$ cat src/hw/rtl/hfc_pkg.sv
// Types, constants and helper functions for the heartbeat frame checker.
package hfc_pkg;

  localparam int unsigned BYTE_W = 8;
  localparam int unsigned POS_W  = 5;

  // Frame layout, byte positions
  localparam logic [POS_W-1:0] FRAME_BYTES  = 5'd28;
  localparam logic [POS_W-1:0] LAST_POS     = 5'd27;
  localparam logic [POS_W-1:0] MAGIC_END    = 5'd2;
  localparam logic [POS_W-1:0] POS_VERSION  = 5'd2;
  localparam logic [POS_W-1:0] POS_TYPE     = 5'd3;
  localparam logic [POS_W-1:0] FEED_END     = 5'd8;
  localparam logic [POS_W-1:0] SEQ_END      = 5'd16;
  localparam logic [POS_W-1:0] CRC_BYTES    = 5'd24;

  localparam logic [31:0] CRC_POLY = 32'hEDB88320;
  localparam logic [31:0] CRC_ONES = 32'hFFFFFFFF;

  localparam int unsigned NUM_TYPES = 5;
  localparam int unsigned TYPES_W   = NUM_TYPES * BYTE_W;

  // Configuration reset values
  localparam logic [15:0]        MAGIC_RESET   = 16'h0000;
  localparam logic [7:0]         VERSION_RESET = 8'h01;
  localparam logic [TYPES_W-1:0] TYPES_RESET   = 40'h0504030201;

  typedef enum logic [1:0] {
    CFG_MAGIC   = 2'd0,
    CFG_VERSION = 2'd1,
    CFG_TYPES   = 2'd2
  } cfg_index_t;

  typedef enum logic [2:0] {
    ERR_NONE    = 3'd0,
    ERR_MAGIC   = 3'd1,
    ERR_VERSION = 3'd2,
    ERR_TYPE    = 3'd3,
    ERR_CRC     = 3'd4
  } err_code_t;

  // One byte of reflected CRC-32, bit at a time.
  function automatic logic [31:0] crc_byte(input logic [31:0] crc,
                                           input logic [BYTE_W-1:0] b);
    logic [31:0] c;
    c = crc ^ {24'h000000, b};
    for (int k = 0; k < BYTE_W; k++) begin
      c = c[0] ? (CRC_POLY ^ (c >> 1)) : (c >> 1);
    end
    return c;
  endfunction

  function automatic logic type_known(input logic [TYPES_W-1:0] types,
                                      input logic [BYTE_W-1:0] t);
    logic hit;
    hit = 1'b0;
    for (int k = 0; k < NUM_TYPES; k++) begin
      if (types[k*BYTE_W +: BYTE_W] == t) begin
        hit = 1'b1;
      end
    end
    return hit;
  endfunction

endpackage

$ cat src/hw/rtl/heartbeat_frame_checker_core.sv
// Heartbeat frame checker: takes one frame byte per request and, after the
// 28th byte, delivers one result with the unpacked fields and an error code.
// Throughput is one byte per clock unless a held result stalls input. Each byte
// updates the CRC-32 and the field shift registers in the cycle it is accepted;
// the checks run in the same cycle as the last byte and land in the result
// register, so a result is valid on the cycle after byte 27 is accepted. The
// result register holds a result while the consumer stalls; input keeps flowing
// then, and only a last-position byte waits until the held result is taken. A
// byte with frame_start high restarts the frame and drops any partial frame.
// Configuration writes are always accepted and take effect on the next cycle.
module heartbeat_frame_checker_core (
  input  logic                               clk,
  input  logic                               rst,
  // byte input
  input  logic                               in_valid,
  output logic                               in_ready,
  input  logic [7:0]                         data_byte,
  input  logic                               frame_start,
  // result output
  output logic                               out_valid,
  input  logic                               out_ready,
  output logic                               frame_ok,
  output logic [2:0]                         error_code,
  output logic [7:0]                         msg_type,
  output logic [31:0]                        feed_id,
  output logic [63:0]                        sequence_res,
  output logic signed [63:0]                 timestamp_res,
  output logic [31:0]                        frame_crc,
  // configuration
  input  logic                               cfg_valid,
  output logic                               cfg_ready,
  input  logic [1:0]                         cfg_index,
  input  logic [hfc_pkg::TYPES_W-1:0]        cfg_data
);

  logic [15:0]                  expected_magic;
  logic [7:0]                   expected_version;
  logic [hfc_pkg::TYPES_W-1:0]  known_types;

  logic [hfc_pkg::POS_W-1:0]    byte_position;
  logic [31:0]                  running_crc;
  logic [15:0]                  magic_shift;
  logic [7:0]                   version_seen;
  logic [7:0]                   type_seen;
  logic [31:0]                  feed_shift;
  logic [63:0]                  sequence_shift;
  logic [63:0]                  timestamp_shift;
  logic [31:0]                  crc_shift;

  logic [hfc_pkg::POS_W-1:0]    pos;
  logic [31:0]                  crc_base;
  logic [31:0]                  running_crc_next;
  logic [31:0]                  crc_shift_next;
  logic                         in_accept;
  logic                         last_byte;
  hfc_pkg::err_code_t           err_next;

  assign cfg_ready = 1'b1;

  // Hold a last byte only while a finished result is still waiting.
  assign in_ready  = !out_valid || out_ready || (byte_position != hfc_pkg::LAST_POS);
  assign in_accept = in_valid && in_ready;

  always_comb begin
    pos = byte_position;
    if (frame_start || (byte_position >= hfc_pkg::FRAME_BYTES)) begin
      pos = '0;
    end
    crc_base = (pos == '0) ? hfc_pkg::CRC_ONES : running_crc;
    running_crc_next = (pos < hfc_pkg::CRC_BYTES) ?
                       hfc_pkg::crc_byte(crc_base, data_byte) : crc_base;
    crc_shift_next = {crc_shift[23:0], data_byte};
    last_byte = (pos == hfc_pkg::LAST_POS);
  end

  // Checks, first failure wins.
  always_comb begin
    priority if (magic_shift != expected_magic) begin
      err_next = hfc_pkg::ERR_MAGIC;
    end else if (version_seen != expected_version) begin
      err_next = hfc_pkg::ERR_VERSION;
    end else if (!hfc_pkg::type_known(known_types, type_seen)) begin
      err_next = hfc_pkg::ERR_TYPE;
    end else if ((running_crc ^ hfc_pkg::CRC_ONES) != crc_shift_next) begin
      err_next = hfc_pkg::ERR_CRC;
    end else begin
      err_next = hfc_pkg::ERR_NONE;
    end
  end

  always_ff @(posedge clk) begin
    if (rst) begin
      expected_magic   <= hfc_pkg::MAGIC_RESET;
      expected_version <= hfc_pkg::VERSION_RESET;
      known_types      <= hfc_pkg::TYPES_RESET;
    end else if (cfg_valid && cfg_ready) begin
      unique case (cfg_index)
        hfc_pkg::CFG_MAGIC:   expected_magic   <= cfg_data[15:0];
        hfc_pkg::CFG_VERSION: expected_version <= cfg_data[7:0];
        hfc_pkg::CFG_TYPES:   known_types      <= cfg_data;
        default: ;
      endcase
    end
  end

  always_ff @(posedge clk) begin
    if (rst) begin
      byte_position   <= '0;
      running_crc     <= hfc_pkg::CRC_ONES;
      magic_shift     <= '0;
      version_seen    <= '0;
      type_seen       <= '0;
      feed_shift      <= '0;
      sequence_shift  <= '0;
      timestamp_shift <= '0;
      crc_shift       <= '0;
    end else if (in_accept) begin
      byte_position <= last_byte ? '0 : pos + 5'd1;
      running_crc   <= running_crc_next;
      priority if (pos < hfc_pkg::MAGIC_END) begin
        magic_shift <= {magic_shift[7:0], data_byte};
      end else if (pos == hfc_pkg::POS_VERSION) begin
        version_seen <= data_byte;
      end else if (pos == hfc_pkg::POS_TYPE) begin
        type_seen <= data_byte;
      end else if (pos < hfc_pkg::FEED_END) begin
        feed_shift <= {feed_shift[23:0], data_byte};
      end else if (pos < hfc_pkg::SEQ_END) begin
        sequence_shift <= {sequence_shift[55:0], data_byte};
      end else if (pos < hfc_pkg::CRC_BYTES) begin
        timestamp_shift <= {timestamp_shift[55:0], data_byte};
      end else begin
        crc_shift <= crc_shift_next;
      end
    end
  end

  // Result register
  always_ff @(posedge clk) begin
    if (rst) begin
      out_valid <= 1'b0;
    end else if (in_accept && last_byte) begin
      out_valid <= 1'b1;
    end else if (out_ready) begin
      out_valid <= 1'b0;
    end
  end

  always_ff @(posedge clk) begin
    if (in_accept && last_byte) begin
      frame_ok      <= (err_next == hfc_pkg::ERR_NONE);
      error_code    <= err_next;
      msg_type      <= type_seen;
      feed_id       <= feed_shift;
      sequence_res  <= sequence_shift;
      timestamp_res <= timestamp_shift;
      frame_crc     <= crc_shift_next;
    end
  end

endmodule

$ cat config.mk
export PLATFORM = sky130hd
export DESIGN_NAME = heartbeat_frame_checker_core
export DESIGN_NICKNAME = d
export VERILOG_FILES = /design/src/hw/rtl/hfc_pkg.sv /design/src/hw/rtl/heartbeat_frame_checker_core.sv
export SDC_FILE = /design/constraint.sdc
export NUM_CORES = 1
export LEC_CHECK = 0
export BUFFER_PORTS_ARGS = -buffer_cell sky130_fd_sc_hd__buf_2
export CAP_MARGIN = 20
export CORE_MARGIN = 8
export CORE_UTILIZATION = 40
export DETAILED_ROUTE_END_ITERATION = 8
export SYNTH_ARGS = -nofsm -noshare
export SYNTH_HDL_FRONTEND = slang
export SYNTH_SLANG_ARGS = --single-unit
$ cat constraint.sdc
create_clock -name clk -period 8.2 [get_ports clk]
set_input_delay 1.23 -clock clk [delete_from_list [all_inputs] [get_ports clk]]
set_output_delay 1.23 -clock clk [all_outputs]
set_load 0.01 [all_outputs]
Yosys cells after proc, flatten, opt, wreduce, memory -nomap -nowiden
Cells that the tools add are included.
{"block": "op_classes", "addsub": 1, "order_cmp": 5, "n_eq_ne": 14, "mux": 25, "bitwise": 16, "reduce_logical": 20}
{"operator": "2-to-1 mux 32 bit", "count": 10}
{"operator": "NOT 13 -> 14 bit", "count": 8}
{"operator": "== test 8 bit", "count": 5}
{"operator": "inequality test 32 bit", "count": 1}
{"operator": "NOT 32 bit", "count": 1}
{"operator": "bitwise XOR 32 x 8 -> 32 bit", "count": 1}
{"operator": "inequality test 16 bit", "count": 1}
{"operator": "AND reduction 7 bit", "count": 2}
{"operator": "2-to-1 mux 3 bit", "count": 4}
{"operator": "== test 5 x 2 -> 1 bit, second input constant", "count": 2}
{"operator": "less-than comparator 5 bit, second input constant", "count": 2}
{"operator": "2-to-1 mux 5 bit", "count": 2}
{"operator": "2-to-1 mux 1 bit", "count": 9}
{"operator": "inequality test 8 bit", "count": 1}
{"operator": "AND reduction 2 bit", "count": 4}
{"operator": "NOT 1 bit", "count": 6}
{"operator": "AND reduction 6 bit", "count": 1}
{"operator": "adder 5 x 1 -> 5 bit, second input constant", "count": 1}
{"operator": "== test 5 bit, second input constant", "count": 1}
{"operator": ">= comparator 5 bit, second input constant", "count": 1}
{"operator": "logical NOT 5 bit", "count": 1}
{"operator": "less-than comparator 5 x 2 -> 1 bit, second input constant", "count": 1}
{"operator": "less-than comparator 5 x 4 -> 1 bit, second input constant", "count": 1}
{"operator": "inequality test 5 bit, second input constant", "count": 1}
{"operator": "11 further kinds", "count": 14}
{"block": "word_totals", "reg_bits": 522, "input_bits": 56, "word_cells": 101}

Longest topological paths before layout
Gate-level depths: netlist of the first run.
{"block": "logic_depth", "ltp_word": 23, "ltp_mapped": 13, "depth_no_buf": 12}

Worst setup path after synthesis of the first run
No wires, ideal clock.
{"block": "synth_timing", "kind": "input to register", "start": "in frame_start", "end": "reg error_code[0] (enable)", "setup_ns": 0.555, "arrival_ns": 6.136, "slack_ns": 1.509, "path_stages": 7, "cell_sequence": "buf_2 > nor2_1 > and2_1 > ha_1 > clkbuf_1 > nand3_1 > inv_1"}
{"block": "synth_via", "elab_chain_len": 4}
{"element": "start, declared", "line": "heartbeat_frame_checker_core.sv:18", "text": "input logic frame_start,"}
{"element": "logical OR 1 bit", "line": "heartbeat_frame_checker_core.sv:66", "text": "if (frame_start || (byte_position >= hfc_pkg::FRAME_BYTES)) begin"}
{"element": "2-to-1 mux 5 bit", "line": "heartbeat_frame_checker_core.sv:66"}
{"element": "== test 5 bit", "line": "heartbeat_frame_checker_core.sv:73", "text": "last_byte = (pos == hfc_pkg::LAST_POS);"}
{"element": "logical AND 1 bit", "line": "heartbeat_frame_checker_core.sv:150", "text": "if (in_accept && last_byte) begin"}
{"element": "end signal, assigned", "line": "heartbeat_frame_checker_core.sv:152", "text": "error_code <= err_next;"}
{"element": "end, declared", "line": "heartbeat_frame_checker_core.sv:23", "text": "output logic [2:0] error_code,"}
Every way passes these cells.
A chain may end at the register's enable or synchronous reset.

Worst setup path after layout of the first run
{"block": "layout_timing", "start": "in frame_start", "end": "reg timestamp_res[48] (enable)"}
{"block": "layout_via", "elab_chain_len": 4}
{"element": "logical OR 1 bit", "line": "heartbeat_frame_checker_core.sv:66"}
{"element": "2-to-1 mux 5 bit", "line": "heartbeat_frame_checker_core.sv:66"}
{"element": "== test 5 bit", "line": "heartbeat_frame_checker_core.sv:73"}
{"element": "logical AND 1 bit", "line": "heartbeat_frame_checker_core.sv:150"}
{"element": "end signal, assigned", "line": "heartbeat_frame_checker_core.sv:156", "text": "timestamp_res <= timestamp_shift;"}
{"element": "end, declared", "line": "heartbeat_frame_checker_core.sv:27", "text": "output logic signed [63:0] timestamp_res,"}
Every way passes these cells.

==> results of run 1 <==
-- worst paths after layout --
path | from | to | slack [ns] | cells after the start
setup / recovery | frame_start | timestamp_res[48] | 4.28 | 7
setup reg to reg | byte_position[3] | timestamp_res[48] | 4.37 | 7
hold / removal | feed_shift[31] | feed_id[31] | 0.43 | 0
hold reg to reg | feed_shift[31] | feed_id[31] | 0.43 | 0
-- layout make-up --
class | count | share of cell area (%)
Sequential cell | 522 | 53.2
Multi-Input combinational cell | 1193 | 28.7
Clock buffer | 86 | 7.24
Timing Repair Buffer | 276 | 6.17
Tap cell | 664 | 3.54
Clock inverter | 18 | 1.07
Inverter | 5 | 0.112
Antenna cell | 1 | 0.0107
-- where the power goes --
part           total (mW)  internal [mW]  leakage (nW)  switching (mW)
combinational       0.365          0.166          3.47           0.199
sequential           2.77           2.72          4.68          0.0547
clock                2.61           1.59         0.945            1.02
total                5.74           4.47          9.10            1.27
-- flip-flops by register name (all words and copies together) (netlist names), 24 cells and up --
name	flops
sequence_res	64
sequence_shift	64
timestamp_res	64
timestamp_shift	64
known_types	40
feed_id	32
feed_shift	32
frame_crc	32
running_crc	32
crc_shift	24
-- critical path, delay by kind of cell --
kind                     cells  cell delay (ns)
AND/OR/NAND/NOR              3             0.66
buffers and inverters        3             1.78
adder cells (fa/ha/maj)      1             0.34
-- routing by layer --
metal / GRT usage [%] / wire, um / share of wire, % / up-vias
met4: 6.23 / 1680 / 3.5 / 0
met1: 22.1 / 21700 / 45 / 6422
met2: 26.5 / 22400 / 46 / 339
met5: 0 / 0 / 0 / -
met3: 3.37 / 2690 / 5.6 / 99
li1: - / - / - / 6621
-- per-stage QoR --
stage | util, % | hold WS, ns | cell area [um^2]
global route | 48.1 | 0.435 | 23500
CTS | 48.0 | 0.429 | 23400
detailed placement | 44.0 | 0.416 | 21500
global placement | 44.0 | 0.414 | 21500
finish | 48.1 | 0.427 | 23500
floorplan | - | 0.406 | 19700
-- kinds of logic (layout without fill, tap and decap cells) --
logic type	after synthesis	count (layout)	synth area share, %
flip-flops	522	522	63.3
multiplexers	64	64	3.25
XOR/XNOR	201	201	9.55
AO/OA/AOI/OAI	264	264	7.20
other	1	2	0.0190
buffers and inverters	133	385	2.76
adder cells (fa/ha/maj)	3	3	0.190
AND/OR/NAND/NOR	660	660	13.7
-- cells in the final DEF, fill, tap and decap left out, drive strengths merged, types with 8 or more instances in the layout --
| cell type | count |
|---|---|
| xor2 | 44 |
| inv | 8 |
| edfxtp | 204 |
| nor2 | 112 |
| mux2i | 64 |
| o211ai | 22 |
| xnor2 | 154 |
| buf | 276 |
| o21ai | 12 |
| nand2 | 473 |
| nand4 | 17 |
| a21oi | 217 |
| nand3 | 10 |
| nor3 | 9 |
| nor4 | 17 |
| dfxtp | 318 |
| clkbuf | 86 |
==> results_dict.tcl, run 1 <==
set metrics [dict create \
    stdcell_count 2765 \
    yosysUniqueCellTypes 51 \
    hpwl_um 31100 \
    multi_input_area_um2 6730 \
    vias 13481 \
    port_buffers 261 \
    setup_tns_ns 0 \
    post_drt_wl_per_cell_um 17.5 \
    synth.avg_cell_area_um2 10.7 \
    crit_arrival_ns 4.13 \
    synth_flop_cell "dfxtp_1" \
    grt_max_degree 132 \
    dieArea_um2 56700 \
    seqCellArea_um2 12500 \
    synth_commonest_cells "473 x nand2_1, 318 x dfxtp_1, 217 x a21oi_1" \
    overflow 0 \
    fin_nets 2112 \
    power_leakage_nw 9.10 \
    synth_edf_count 204 \
    first_pass_iters 5 \
    peakVddDrop_mv 0.189 \
    cts_root_buf "clkbuf_16" \
    wirelength_um 48500 \
    htreeDepth 2 \
    path_clk_slew_ns 0.06 \
    hold_viol 0 \
    cts-resized-gates 0 \
    critPathCaptureType "flip-flop" \
    cts_tree "done" \
    gp_congestion 0.810 \
    clock-skew-final_ns 0.0208 \
    pin_count 263 \
    syn_to_final_growth_pct 19.0 \
    antenna_found_initial 2 \
    dpl.cell_count 2659 \
    p_total_mw 5.74 \
    die_y_um 238 \
    setup_slack_ns 4.28 \
    cap_violations 0 \
    setup_viol 0 \
    fillCellCount 4529 \
    cp_cell_sequence "buf_2, nor2_1, and2_1, ha_1, nand3_1, inv_8, buf_4" \
    fp.coreArea_um2 48800 \
    maxSlewHeadroom_pct 35.1 \
    path_class "input port to flip-flop" \
    grtUsageTotal_pct 16.6 \
    clock_path_buffers 3 \
    critPathRequiredTime_ns 8.41 \
    synth_fp_nets 1907 \
    synth.area.top_cells "dfxtp_1 32%, edfxtp_1 31%, nand2_1 9.0%" \
    yosysMostFrequentCell "nand2_1" \
    drive_above_1_share_pct 18.1 \
    finalCritPeriodShare_pct 47.8 \
    finalMaxSlewViolations 0 \
    syn_area_um2 19700 \
    rsz0062_at_grt "no" \
    post-route-min-period_ns 3.92 \
    yosysWarnings 0 \
    start_util_pct 40.4 \
    grt_pass1_wl_um 75500 \
    ys_ff_latch 522 \
    drt-initial-drc-count 982 \
    worst_pin_slew_ns 0.949 \
    hp-class "flip-flop to flip-flop" \
    post-cts-setup-buffers 0 \
    via_per_inst 4.88 \
    max_freq_ghz 0.255 \
    ys_async_sr_fraction_pct 0 \
    cts_sinks 522 \
    clk_latency_ns 0.60 \
    outcome "complete, no violations" \
    holdBufCountCts 0 \
    drc 0 \
    slowest_stage "buf_4" \
    pre_cts_slack_ns 3.66 \
    die_w_um 238 \
    p_per_area_nw_per_um2 245 \
    startpoint_type "input port" \
    synthCells 1848 \
    worstPathMaxFanout 131 \
    yosysSeqAreaShare_pct 63.3 \
    critPathMaxStageDelay_ns 0.84 \
    cts_buffers 55 \
    first_global_vias 13100 \
    drtAntennaViolNets 0 \
    yosys.area.top_type_share_pct 32.3 \
    synth_top_cell_by_area "dfxtp_1" \
    rows 81 \
]
No activity file was read; power rests on OpenSTA's default activity.
==> inputs of run 2 (changes only) <==
Clock period 8.2 ns to 3.85 ns, I/O delays scaled along.
==> run 2 against run 1 <==
Net effect: sequential share of layout area rose by 0.21 points; critical path depth rose by 5; critical path type is now flip-flop to flip-flop; register-to-register slack got worse by 3.9 ns; non-clock buffer count rose by 10; cell count rose by 0.18%.
==> results_dict.tcl, run 2 (synthesis results as in run 1) <==
set metrics [dict create \
    outcome "complete, no violations" \
    cts_root_buf "clkbuf_16" \
    maxSlewHeadroom_pct 34.3 \
    die_y_um 238 \
    cp.depth 12 \
    worstHoldStart "cfg_data[32]" \
    worst_pin_slew_ns 0.983 \
    cts_buffers 54 \
    clock-skew-final_ns 0.0141 \
    drtAntennaViolNets 0 \
    overflow 0 \
    multi_input_area_um2 6740 \
    min_to "known_types[32]" \
    start_util_pct 40.4 \
    pin_count 263 \
    post-route-min-period_ns 3.39 \
    cp_cell_sequence "and3_1, nor2_1, and2_1, inv_1, ha_1, or4b_4, nand4_4, xor2_4, xnor2_4, xnor2_2, nor4_1, a211oi_1" \
    max_freq_ghz 0.295 \
    crit_arrival_ns 3.87 \
    grt_max_degree 89 \
    n_antenna_cell 0 \
    vias 13471 \
    drc 0 \
    via_per_inst 4.86 \
    crit_family "simple AND/OR/NAND/NOR gates" \
    drive_above_1_share_pct 18.3 \
    post-cts-setup-buffers 0 \
    dpl_cell_area_um2 21600 \
    hold_viol 0 \
    rows 81 \
    crit_buf_inv 1 \
    cts-resized-gates 0 \
    post_drt_wl_per_cell_um 17.6 \
    hold_depth 3 \
    finalMaxSlewViolations 0 \
    pre_cts_slack_ns 0.511 \
    clock_path_buffers 3 \
    drt-initial-drc-count 976 \
    path_class "flip-flop to flip-flop" \
    critPathMaxStageDelay_ns 0.60 \
    seqCellArea_um2 12500 \
    startpoint_type "flip-flop" \
    hpwl_um 32200 \
    wirelength_um 48800 \
    final_common_cell "nand2_1" \
    fin_area_um2 23400 \
    critPathRequiredTime_ns 4.34 \
    fin_nets 2121 \
    first_global_vias 13233 \
    syn_to_final_growth_pct 18.5 \
    htreeDepth 2 \
    die_w_um 238 \
    mostFrequentLayoutCells "473 x nand2_1, 318 x dfxtp_1, 260 x buf_2" \
    setup_viol 0 \
    grtUsageTotal_pct 16.7 \
    fillCellCount 4553 \
    clk_latency_ns 0.58 \
    first_pass_iters 5 \
    holdBufCountCts 0 \
    hp-class "input port to flip-flop" \
    setup_tns_ns 0 \
    dieArea_um2 56700 \
    r2r_cells 12 \
    r2r-start "byte_position[4]" \
    worstPathMaxFanout 13 \
    cts_tree "done" \
    cap_violations 0 \
    fp.coreArea_um2 48800 \
    grt_pass1_wl_um 75700 \
    path_clk_slew_ns 0.06 \
    gp_congestion 0.817 \
    rrSetupSlack_ns 0.46 \
    reg2reg_to "running_crc[23]" \
    antenna_found_initial 2 \
    port_buffers 261 \
    p_per_area_nw_per_um2 508 \
    rsz0062_at_grt "no" \
    slowest_stage "dfxtp_1" \
    finalCritPeriodShare_pct 87.9 \
    critPathCaptureType "flip-flop" \
    peakVddDrop_mv 0.331 \
    cts_sinks 522 \
    setup_slack_ns 0.465 \
    power_leakage_nw 9.07 \
]
[run 2: cell count changes in the layout (fill, tap and decap cells not counted), moves of 2 or more]
cell / before / now
buf_4: 14 / 24
inv_8: 2 / 0
clkinv_2: 4 / 10
clkbuf_16: 60 / 56
clkbuf_1: 16 / 13
clkbuf_8: 10 / 5
inv_6: 3 / 1
clkinv_1: 2 / 8
[run 2: per-layer routing]
metal	wire, um	GRT usage, %	part of all wire [%]	vias up
met4	945	4.34	1.9	0
li1	-	-	-	6637
met2	23400	27.8	48	327
met5	0	0	0	-
met3	2880	3.70	5.9	62
met1	21600	21.9	44	6445
[run 2: worst max-delay path by stage]
stage | from | end
floorplan | out_ready | error_code[0]
global placement | byte_position[4] | running_crc[23]
detailed placement | byte_position[4] | running_crc[23]
CTS | byte_position[4] | running_crc[23]
global route | byte_position[4] | running_crc[20]
finish | byte_position[4] | running_crc[23]
[run 2: worst min-delay path: stages]
cell,delay [ns]
buf_2,0.08
nand2_1,0.04
nand3_1,0.06
[run 2: stage by stage]
step	utilization, %	cells	total power [mW]	hold slack (ns)
after floorplan	-	1848	6.60	0.406
after global placement	44.2	2670	6.79	0.415
after detailed placement	44.2	2670	6.80	0.415
after CTS	47.9	2770	12.0	0.167
after global routing	47.9	2770	12.3	0.187
final	47.9	2770	11.9	0.207
[run 2: power breakdown]
part | switching, mW | internal (mW) | total (mW)
clock network | 2.11 | 3.09 | 5.20
registers | 0.119 | 5.78 | 5.90
logic | 0.425 | 0.358 | 0.783
total | 2.65 | 9.23 | 11.9
[run 2: final cells by class]
class	count	area share (%)
clock inverter	26	1.11
clock buffer	74	6.50
timing repair buffer	286	6.49
inverter	5	0.0963
sequential	522	53.4
tap	664	3.55
multi-input combinational	1193	28.8
